[config.mk]
export PLATFORM = sky130hd
export DESIGN_NAME = min_priority_queue
export DESIGN_NICKNAME = d
export VERILOG_FILES = /design/src/rtl/mpq_pkg.sv /design/src/rtl/min_priority_queue.sv /design/src/rtl/mpq_min_scan.sv
export SDC_FILE = /design/constraint.sdc
export NUM_CORES = 1
export LEC_CHECK = 0
export BUFFER_PORTS_ARGS = -buffer_cell sky130_fd_sc_hd__buf_2
export CORE_ASPECT_RATIO = 0.75
export CORE_MARGIN = 1
export CORE_UTILIZATION = 62
export DETAILED_ROUTE_END_ITERATION = 10
export PLACE_DENSITY_LB_ADDON = 0.25
export SLEW_MARGIN = 15
export SYNTH_ARGS = -nofsm -noshare
export SYNTH_HDL_FRONTEND = slang
export SYNTH_HIERARCHICAL = 1
export SYNTH_SLANG_ARGS = --single-unit
[constraint.sdc]
create_clock -name clk_i -period 6.5 [get_ports clk_i]
set_input_delay 0.65 -clock clk_i [delete_from_list [all_inputs] [get_ports clk_i]]
set_output_delay 0.65 -clock clk_i [all_outputs]
set_load 0.05 [all_outputs]
[src/rtl/mpq_pkg.sv]
// Shared types and constants for the minimum priority queue.
// No dependencies; used by mpq_min_scan and min_priority_queue.
`timescale 1ns / 1ps
`default_nettype none

package mpq_pkg;

  localparam int unsigned DEPTH       = 16;
  localparam int unsigned VALUE_WIDTH = 32;

  localparam int unsigned IDX_W  = $clog2(DEPTH);
  localparam int unsigned CNT_W  = $clog2(DEPTH + 1);
  localparam int unsigned FIELD_W = 32;  // width of value ports
  localparam int unsigned OCC_W   = 5;
  localparam int unsigned OP_W    = 2;
  localparam int unsigned STAT_W  = 2;

  typedef enum logic [OP_W-1:0] {
    OP_INSERT = 2'd0,
    OP_REMOVE = 2'd1,
    OP_PEEK   = 2'd2
  } op_e;

  typedef enum logic [STAT_W-1:0] {
    STAT_OK    = 2'd0,
    STAT_EMPTY = 2'd1,
    STAT_FULL  = 2'd2
  } status_e;

  typedef enum logic [1:0] {
    S_IDLE,
    S_SCAN,
    S_RESP
  } state_e;

  // running minimum and the slot it came from
  typedef struct packed {
    logic signed [VALUE_WIDTH-1:0] value;
    logic [IDX_W-1:0]              idx;
  } scan_t;

endpackage

`default_nettype wire

[src/rtl/min_priority_queue.sv]
// Top level of the minimum priority queue: entry memory, control FSM, result register.
// Depends on mpq_pkg and mpq_min_scan.
`timescale 1ns / 1ps
`default_nettype none

// Minimum priority queue of up to 16 signed 32-bit entries, one result per transaction.
// Entries sit in a single-port-write, registered-read memory in no particular order.
// Insert, a rejected insert, remove/peek on an empty queue and the unused code go
// from accept straight to the result. Remove and peek on a non-empty queue read the
// memory one entry a cycle while a running compare tracks the minimum; on remove
// the last entry is written into the hole of the removed one, so nothing shifts.
// A new transaction is taken as soon as the result is parked in the output register,
// so a stalled consumer holds back at most one further transaction.
module min_priority_queue (
  input  wire logic                                   clk_i,
  input  wire logic                                   rst_ni,
  input  wire logic                                   in_valid_i,
  output logic                                        in_stall_o,
  input  wire logic [mpq_pkg::OP_W-1:0]               operation_i,
  input  wire logic signed [mpq_pkg::FIELD_W-1:0]     value_i,
  output logic                                        out_valid_o,
  input  wire logic                                   out_stall_i,
  output logic signed [mpq_pkg::FIELD_W-1:0]          min_value_o,
  output logic [mpq_pkg::STAT_W-1:0]                  status_o,
  output logic [mpq_pkg::OCC_W-1:0]                   occupancy_o
);

  localparam int unsigned VW = mpq_pkg::VALUE_WIDTH;

  // entry memory
  logic signed [VW-1:0] mem_q [mpq_pkg::DEPTH];
  logic                 mem_we;
  logic [mpq_pkg::IDX_W-1:0] mem_waddr;
  logic signed [VW-1:0] mem_wdata;
  logic                 rd_en;
  logic signed [VW-1:0] rdata_q;

  mpq_pkg::state_e state_q, state_d;

  logic [mpq_pkg::CNT_W-1:0] count_q, count_d;
  logic [mpq_pkg::CNT_W-1:0] issue_q, issue_d;
  logic                      rvalid_q;
  logic [mpq_pkg::IDX_W-1:0] raddr_q;
  logic                      remove_q, remove_d;

  // pending result
  logic signed [VW-1:0]      res_min_q, res_min_d;
  mpq_pkg::status_e          res_stat_q, res_stat_d;

  // output register
  logic                      out_valid_q;
  logic signed [mpq_pkg::FIELD_W-1:0] out_min_q;
  logic [mpq_pkg::STAT_W-1:0] out_stat_q;
  logic [mpq_pkg::OCC_W-1:0]  out_occ_q;

  logic         in_acc;
  logic         out_free;
  logic         scan_start;
  logic         scan_last;
  mpq_pkg::op_e op;
  mpq_pkg::scan_t scan_min;

  assign op         = mpq_pkg::op_e'(operation_i);
  assign in_stall_o = (state_q != mpq_pkg::S_IDLE);
  assign in_acc     = in_valid_i && !in_stall_o;
  assign out_free   = !out_valid_q || !out_stall_i;

  assign scan_start = in_acc && (op == mpq_pkg::OP_REMOVE || op == mpq_pkg::OP_PEEK)
                      && (count_q != '0);
  assign rd_en      = (state_q == mpq_pkg::S_SCAN) && (issue_q < count_q);
  assign scan_last  = (state_q == mpq_pkg::S_SCAN) && rvalid_q
                      && (mpq_pkg::CNT_W'(raddr_q) == count_q - 1'b1);

  mpq_min_scan u_scan (
    .clk_i        (clk_i),
    .rst_ni       (rst_ni),
    .start_i      (scan_start),
    .data_valid_i (rvalid_q),
    .data_i       (rdata_q),
    .data_idx_i   (raddr_q),
    .min_o        (scan_min)
  );

  // next state
  always_comb begin
    state_d = state_q;
    case (state_q)
      mpq_pkg::S_IDLE: begin
        if (in_acc) begin
          state_d = scan_start ? mpq_pkg::S_SCAN : mpq_pkg::S_RESP;
        end
      end
      mpq_pkg::S_SCAN: begin
        if (scan_last) begin
          state_d = mpq_pkg::S_RESP;
        end
      end
      mpq_pkg::S_RESP: begin
        if (out_free) begin
          state_d = mpq_pkg::S_IDLE;
        end
      end
      default: state_d = mpq_pkg::S_IDLE;
    endcase
  end

  // datapath control
  always_comb begin
    count_d    = count_q;
    issue_d    = issue_q;
    remove_d   = remove_q;
    res_min_d  = res_min_q;
    res_stat_d = res_stat_q;
    mem_we     = 1'b0;
    mem_waddr  = count_q[mpq_pkg::IDX_W-1:0];
    mem_wdata  = VW'(value_i);
    case (state_q)
      mpq_pkg::S_IDLE: begin
        if (in_acc) begin
          res_min_d  = '0;
          res_stat_d = mpq_pkg::STAT_OK;
          issue_d    = '0;
          remove_d   = (op == mpq_pkg::OP_REMOVE);
          case (op)
            mpq_pkg::OP_INSERT: begin
              if (count_q >= mpq_pkg::CNT_W'(mpq_pkg::DEPTH)) begin
                res_stat_d = mpq_pkg::STAT_FULL;
              end else begin
                mem_we  = 1'b1;
                count_d = count_q + 1'b1;
              end
            end
            mpq_pkg::OP_REMOVE, mpq_pkg::OP_PEEK: begin
              if (count_q == '0) begin
                res_stat_d = mpq_pkg::STAT_EMPTY;
              end
            end
            default: ;
          endcase
        end
      end
      mpq_pkg::S_SCAN: begin
        if (rd_en) begin
          issue_d = issue_q + 1'b1;
        end
        if (scan_last) begin
          res_min_d = scan_min.value;
          if (remove_q) begin
            // move the last entry into the removed slot
            mem_we    = 1'b1;
            mem_waddr = scan_min.idx;
            mem_wdata = rdata_q;
            count_d   = count_q - 1'b1;
          end
        end
      end
      default: ;
    endcase
  end

  always_ff @(posedge clk_i) begin
    if (mem_we) begin
      mem_q[mem_waddr] <= mem_wdata;
    end
    if (rd_en) begin
      rdata_q <= mem_q[issue_q[mpq_pkg::IDX_W-1:0]];
    end
  end

  always_ff @(posedge clk_i or negedge rst_ni) begin
    if (!rst_ni) begin
      state_q     <= mpq_pkg::S_IDLE;
      count_q     <= '0;
      issue_q     <= '0;
      rvalid_q    <= 1'b0;
      remove_q    <= 1'b0;
      out_valid_q <= 1'b0;
    end else begin
      state_q  <= state_d;
      count_q  <= count_d;
      issue_q  <= issue_d;
      rvalid_q <= rd_en;
      remove_q <= remove_d;
      if (state_q == mpq_pkg::S_RESP && out_free) begin
        out_valid_q <= 1'b1;
      end else if (!out_stall_i) begin
        out_valid_q <= 1'b0;
      end
    end
  end

  always_ff @(posedge clk_i) begin
    raddr_q    <= issue_q[mpq_pkg::IDX_W-1:0];
    res_min_q  <= res_min_d;
    res_stat_q <= res_stat_d;
    if (state_q == mpq_pkg::S_RESP && out_free) begin
      out_min_q  <= mpq_pkg::FIELD_W'(res_min_q);
      out_stat_q <= res_stat_q;
      out_occ_q  <= mpq_pkg::OCC_W'(count_q);
    end
  end

  assign out_valid_o = out_valid_q;
  assign min_value_o = out_min_q;
  assign status_o    = out_stat_q;
  assign occupancy_o = out_occ_q;

  // count never runs past the store
  assert property (@(posedge clk_i) disable iff (!rst_ni)
    count_q <= mpq_pkg::CNT_W'(mpq_pkg::DEPTH))
    else $error("entry count exceeds depth");

  // a scan only starts on a non-empty queue
  assert property (@(posedge clk_i) disable iff (!rst_ni)
    (state_q == mpq_pkg::S_IDLE && state_d == mpq_pkg::S_SCAN) |-> (count_q != '0))
    else $error("scan started on empty queue");

  // the hole fill on remove shrinks the queue by exactly one
  assert property (@(posedge clk_i) disable iff (!rst_ni)
    (state_q == mpq_pkg::S_SCAN && mem_we) |=> (count_q == $past(count_q) - 1'b1))
    else $error("remove write without count decrement");

  // a fresh result reports the current fill level
  assert property (@(posedge clk_i) disable iff (!rst_ni)
    $rose(out_valid_q) |-> (out_occ_q == mpq_pkg::OCC_W'(count_q)))
    else $error("reported occupancy mismatch");

endmodule

`default_nettype wire

[src/rtl/mpq_min_scan.sv]
// Running-minimum tracker fed by the entry memory read stream.
// Depends on mpq_pkg for widths and the scan_t result type.
`timescale 1ns / 1ps
`default_nettype none

module mpq_min_scan (
  input  wire logic                                      clk_i,
  input  wire logic                                      rst_ni,
  input  wire logic                                      start_i,
  input  wire logic                                      data_valid_i,
  input  wire logic signed [mpq_pkg::VALUE_WIDTH-1:0]    data_i,
  input  wire logic [mpq_pkg::IDX_W-1:0]                 data_idx_i,
  output mpq_pkg::scan_t                                 min_o
);

  mpq_pkg::scan_t best_q, best_d;
  logic           have_q, have_d;

  // min_o already includes the beat on data_i; strict < keeps the earliest of equal minima
  always_comb begin
    best_d = best_q;
    have_d = have_q;
    if (data_valid_i) begin
      have_d = 1'b1;
      if (!have_q || (data_i < best_q.value)) begin
        best_d.value = data_i;
        best_d.idx   = data_idx_i;
      end
    end
    if (start_i) begin
      have_d = 1'b0;
    end
  end

  assign min_o = best_d;

  always_ff @(posedge clk_i or negedge rst_ni) begin
    if (!rst_ni) begin
      have_q <= 1'b0;
    end else begin
      have_q <= have_d;
    end
  end

  always_ff @(posedge clk_i) begin
    best_q <= best_d;
  end

endmodule

`default_nettype wire

# Yosys cells after proc, flatten, opt, wreduce, memory -nomap -nowiden
# Memory sizes are Yosys's and may differ from the RTL's. A register that Yosys moved wholly into a read port is not among the register bits.
# Cells that the tools add are included.
[word_totals] register_bits=129 ram_bits=512 in_bits=38 out_inout_bits=41 elab_cells=102 mem_count=1
[memory_table] memory="mem_q" depth=16 word_bits=32 rd=1 rd_ports_with_merged_regs=1 write_ports=1 line="min_priority_queue.sv:31" text="logic signed [VW-1:0] mem_q [mpq_pkg::DEPTH];"
[op_classes] n_addsub=3 magnitude_cmp=3 n_eq_ne=13 muxes=40 n_reduce_logical=27
[op_table] operator="$mux W32" count=5
[op_table] operator="$mux W36" count=2
[op_table] operator="$pmux W32 S2" count=1
[op_table] operator="$mux W5" count=7
[op_table] operator="$lt A32 B32 Y1" count=1
[op_table] operator="$pmux W5 S2" count=2
[op_table] operator="$mux W1" count=12
[op_table] operator="$mux W4" count=3
[op_table] operator="$ne A2 B2 Y1 const B" count=6
[op_table] operator="$add A5 B1 Y5 const B" count=2
[op_table] operator="$mux W2" count=5
[op_table] operator="$reduce_and A3 Y1" count=3
[op_table] operator="$logic_and A1 B1 Y1" count=7
[op_table] operator="$pmux W2 S3" count=1
[op_table] operator="$reduce_and A6 Y1" count=1
[op_table] operator="$reduce_bool A2 Y1" count=3
[op_table] operator="$eq A4 B5 Y1" count=1
[op_table] operator="$ge A5 B5 Y1 const B" count=1
[op_table] operator="$logic_not A5 Y1" count=1
[op_table] operator="$lt A5 B5 Y1" count=1
[op_table] operator="$reduce_bool A5 Y1" count=1
[op_table] operator="$sub A5 B1 Y5 const B" count=1
[op_table] operator="$eq A2 B1 Y1 const B" count=2
[op_table] operator="$eq A2 B2 Y1 const B" count=2
[op_table] operator="8 further kinds" count=15

# Longest topological paths before layout
[logic_depth] depth_word=8 depth_mapped=12 ltp_nobuf=12

# Hierarchy
# The synthesis kept the hierarchy.
[by_module_without_submodules] module="min_priority_queue" n_inst=1 cells_each=1129 area_per_inst_um2=24488.5 seq_area_each_um2=18983.2
[by_module_without_submodules] module="mpq_min_scan" n_inst=1 cells_each=193 area_per_inst_um2=2004.4 seq_area_each_um2=745.7

# Worst setup path before layout
# OpenSTA, ideal clock, no wires.
[synth_path] kind="register -> register" start="register rdata_q[5] (read register of mem_q)" end="memory mem_q[13][0] in the netlist's numbering (enable)" setup_time_ps=472 t_arrival_ps=5213 t_required_ps=6028 path_slack_ps=815 path_stages_with_launch=12 path_buffers=0 period_less_slack_ps=5685 path_cell_list="edfxtp_1 -> ha_1 -> nand2_1 -> or3_1 -> o221ai_1 -> a211o_1 -> a211oi_2 -> a311oi_4 -> mux2_2 -> nor2b_1 -> nand3_1 -> o32ai_1"
[synth_rtl] item="start: declaration" line="min_priority_queue.sv:36" text="logic signed [VW-1:0] rdata_q;"
[synth_rtl] item="end: declaration" line="min_priority_queue.sv:31"

==> summary.txt <==
Outcome
  • Outcome: completed

Die
  • Initial Utilization: between 60% and 70%
  • Std cell rows: 65
  • DIE HEIGHT: 181 um
  • Core area: 0.0421 mm^2
  • IO Pins: 79
  • DIE WIDTH: between 200 and 250 um
  • Die area: between 0.04 and 0.05 mm^2

Clock tree
  • Cts hold-fix bufs: 1
  • Worst skew pair latency: 0.61 ns
  • CTS Root Cell: clkbuf_16
  • Clock Path Buffers: 3
  • CTS tree: yes
  • # Post-CTS Setup Buffers: 0
  • CTS sink cnt: 673
  • Post-CTS sizing: 0
  • Inserted Clock Buffers: 60
  • Clock transition at path regs: 0.07 ns
  • H-tree Lvls: 2

Critical path
  • Buffers and inverters on the worst path: 1
  • Worst path max stage delay: 0.73 ns
  • Required time of the critical path: ~6.8 ns
  • Crit. End Element: flop
  • Worst path cell trace: ha_1 > nand4_1 > nor3_1 > nand2_1 > nor3_1 > a211oi_2 > a311oi_4 > mux2_2 > a21boi_1 > or3_1 > o31ai_4 > buf_12
  • CP delay by family, top: compound AO/OA/AOI/OAI gates
  • Critical Path AT: 5.02 ns
  • Worst Path Max Fanout: 21
  • Critical Path Source Type: flop
  • CP max-delay cell: o31ai_4
  • Kind of critical path: reg2reg
  • Most common cell on crit path: nor3_1

Routing
  • DRT iter0 DRCs: 1374
  • WL final: 55.9 mm
  • Drt pass-1 iters: 5
  • Routed vias/inst: between 6 and 7
  • DRC: 0
  • DR WL/cell: 27.2 um
  • Vias: 12985
  • Post-DRT Antenna Nets: 0

Pwr
  • Worst vdd ir: ~0.32 mV
  • Leak Pwr: approximately 9.8 nW
  • Internal power: slightly above 8 mW
  • Clk network pwr share: 30.2%
  • Switching share of power: 28.2%
  • Combinational share of power: 21.4%
  • Pwr/cell area: around 380 mW/mm^2
  • NetSw: between 3 and 4 mW
  • Sequential group share of total power: 48.4%

Synthesis
  • Synth Cell Area: 0.0265 mm^2
  • Syn_area_per_cell: around 20 um^2
  • Post-synthesis async set-or-reset flop share: 2.38%
  • Syn_nets: about 1400
  • Mapped Cells: 1322
  • Post-synthesis register bit count: 673
  • Post-synthesis sequential area ratio: 74.5%
  • Distinct cells, synth: 62
  • Ys Warns: 6
  • Number of synthesized flops with an enable pin: 617
  • Main synth FF type: edfxtp_1

Placed design
  • HPWL after DPL: 32.4 mm
  • Setup Slack @ Placement: 1.75 ns
  • # port buffers: 78
  • GPL Wtd Cong: approximately 0.84

STA
  • Final setup margin: ~1.8 ns
  • Slew @ Worst Pin: 1.17 ns
  • Fmax: 0.212 GHz
  • Relative slew slack: a little over a fifth
  • Clock Skew: approximately 0.017 ns
  • Final min period: approximately 4.7 ns
  • Hold slack: 0.346 ns
  • Setup tns final: 0 ns
  • Max-slew violation count: 0
  • Fin crit share: 72.7%
  • RSZ-0062 raised after global routing: no
  • Final setup vio count: 0
  • Hold Fails Final Rpt: 0

Flow run
  • Max-cap violations: 0

Finish
  • Diode count: 0
  • Ratio of cells with drive above 1 in the final layout: 28.6%
  • Final net count: 1513
  • Area growth, synth to finish: 12.3%

Worst hold path
  • Hold Crit Class: in2reg

Global route
  • Vias in the first global route: 13033
  • First-pass GRT wire length: 82.9 mm
  • Initial antenna violation count: 2
  • Largest net degree at the start of global routing: 123
  • Total GRT Usage: 26.8%
  • Total gr overflow: 0
-- per-stage QoR --
step	area, um^2	util [%]	power [mW]	cells
after floorplan	26500	-	7.46	1322
after global placement	27800	65.9	8.01	1938
after detailed placement	27800	66.0	8.07	1939
after CTS	29700	70.5	11.5	2051
after global routing	29700	70.6	11.9	2052
final	29700	70.6	11.4	2052
-- routing by layer --
metal	vias to the layer above	wire length [um]	global-route usage (%)
met3	88	5860	6.72
met5	-	101	1.68
met4	2	1050	6.50
met2	630	25300	39.3
met1	6722	23500	40.9
li1	5543	-	-
-- kinds of logic (layout without fill, tap and decap cells) --
| family | after synthesis | in the layout | synth area share [%] |
|---|---|---|---|
| buffers and inverters | 99 | 260 | 1.91 |
| muxes | 197 | 197 | 15.2 |
| DFF | 673 | 673 | 74.5 |
| adders and majority gates | 41 | 41 | 1.94 |
| AOI/OAI and AO/OA | 75 | 75 | 2.04 |
| and+or+nand+nor | 226 | 226 | 4.06 |
| xor gates and xnor gates | 11 | 11 | 0.420 |
-- state kept, by name, summed over array words and instances (netlist names) --
name / flops
mem_q: 512
u_scan/best_q: 36
min_value_o: 32
rdata_q: 32
res_min_q: 32
count_q: 5
issue_q: 5
occupancy_o: 5
raddr_q: 4
res_stat_q: 2
state_q: 2
status_o: 2
out_valid_o: 1
remove_q: 1
rvalid_q: 1
u_scan/have_q: 1
-- Yosys cell counts (2+ instances only) --
master | number | share of area (%)
a211oi_1 | 4 | 0.11
a21o_1 | 3 | 0.085
a21oi_1 | 25 | 0.47
a31oi_1 | 2 | 0.047
a32oi_1 | 2 | 0.066
and2_1 | 33 | 0.78
and3_1 | 4 | 0.094
buf_1 | 4 | 0.057
buf_2 | 13 | 0.25
buf_6 | 15 | 0.64
clkbuf_1 | 23 | 0.33
dfrtp_1 | 16 | 1.5
dfxtp_1 | 40 | 3.0
edfxtp_1 | 617 | 70
ha_1 | 41 | 1.9
inv_1 | 39 | 0.55
inv_2 | 3 | 0.043
mux2_2 | 36 | 1.5
mux4_2 | 160 | 14
nand2_1 | 125 | 1.8
nand2b_1 | 3 | 0.071
nand3_1 | 12 | 0.23
nand3b_1 | 3 | 0.085
nand4_1 | 7 | 0.17
nor2_1 | 17 | 0.24
nor2b_1 | 4 | 0.094
nor3_1 | 6 | 0.11
o211ai_1 | 2 | 0.057
o21a_1 | 2 | 0.057
o21ai_0 | 6 | 0.11
o21ai_1 | 3 | 0.057
o22ai_1 | 3 | 0.071
o32ai_1 | 9 | 0.30
or3_1 | 5 | 0.12
xnor2_1 | 5 | 0.17
xor2_1 | 4 | 0.13
-- worst min-delay path, delay by kind of cell --
family                 cells  cell delay, ns
AND/OR/NAND/NOR            2            0.15
buffers and inverters      1            0.11
-- worst paths after layout --
kind,depth (start not counted),slack [ns],from,endpoint
worst max register to register,12,1.78,rdata_q[31],mem_q[0][0]
max in group asynchronous,2,5.64,rst_ni,issue_q[0]
worst max-delay path,12,1.78,rdata_q[31],mem_q[0][0]
worst min register to register,0,0.42,res_min_q[2],min_value_o[2]
min in group asynchronous,2,0.52,rst_ni,out_valid_o
worst min-delay path,3,0.35,out_stall_i,out_valid_o
-- cells in the final DEF (no fill, tap or decap), types with 6 or more instances in the layout --
cell type,n
nand4_1,7
buf_4,20
buf_12,6
dfrtp_1,12
mux2_2,36
clkbuf_16,60
nor3_1,6
inv_1,39
clkbuf_1,18
o32ai_4,8
buf_2,78
ha_1,41
nand3_1,12
and2_1,33
o21ai_0,6
a21oi_1,23
clkinv_1,10
nand2_1,125
mux4_2,160
edfxtp_1,617
clkinv_2,9
dfxtp_1,40
nor2_1,16
-- layout make-up --
type / instances / area, um^2
Sequential cell: 673 / 19700
Fill cell: 2576 / 12400
Multi-Input combinational cell: 550 / 6520
Clock buffer: 82 / 1620
Timing Repair Buffer: 107 / 713
Tap cell: 569 / 712
Clock inverter: 29 / 283
Inverter: 42 / 158
-- power by group through the flow --
stage	clock network [mW]	registers [mW]	logic, mW
CTS	3.51	5.55	2.45
global placement	0	5.61	2.40
floorplan	0	5.73	1.73
detailed placement	0	5.64	2.44
finish	3.46	5.55	2.45
global route	3.67	5.60	2.66
No activity file was read; power rests on OpenSTA's default activity.
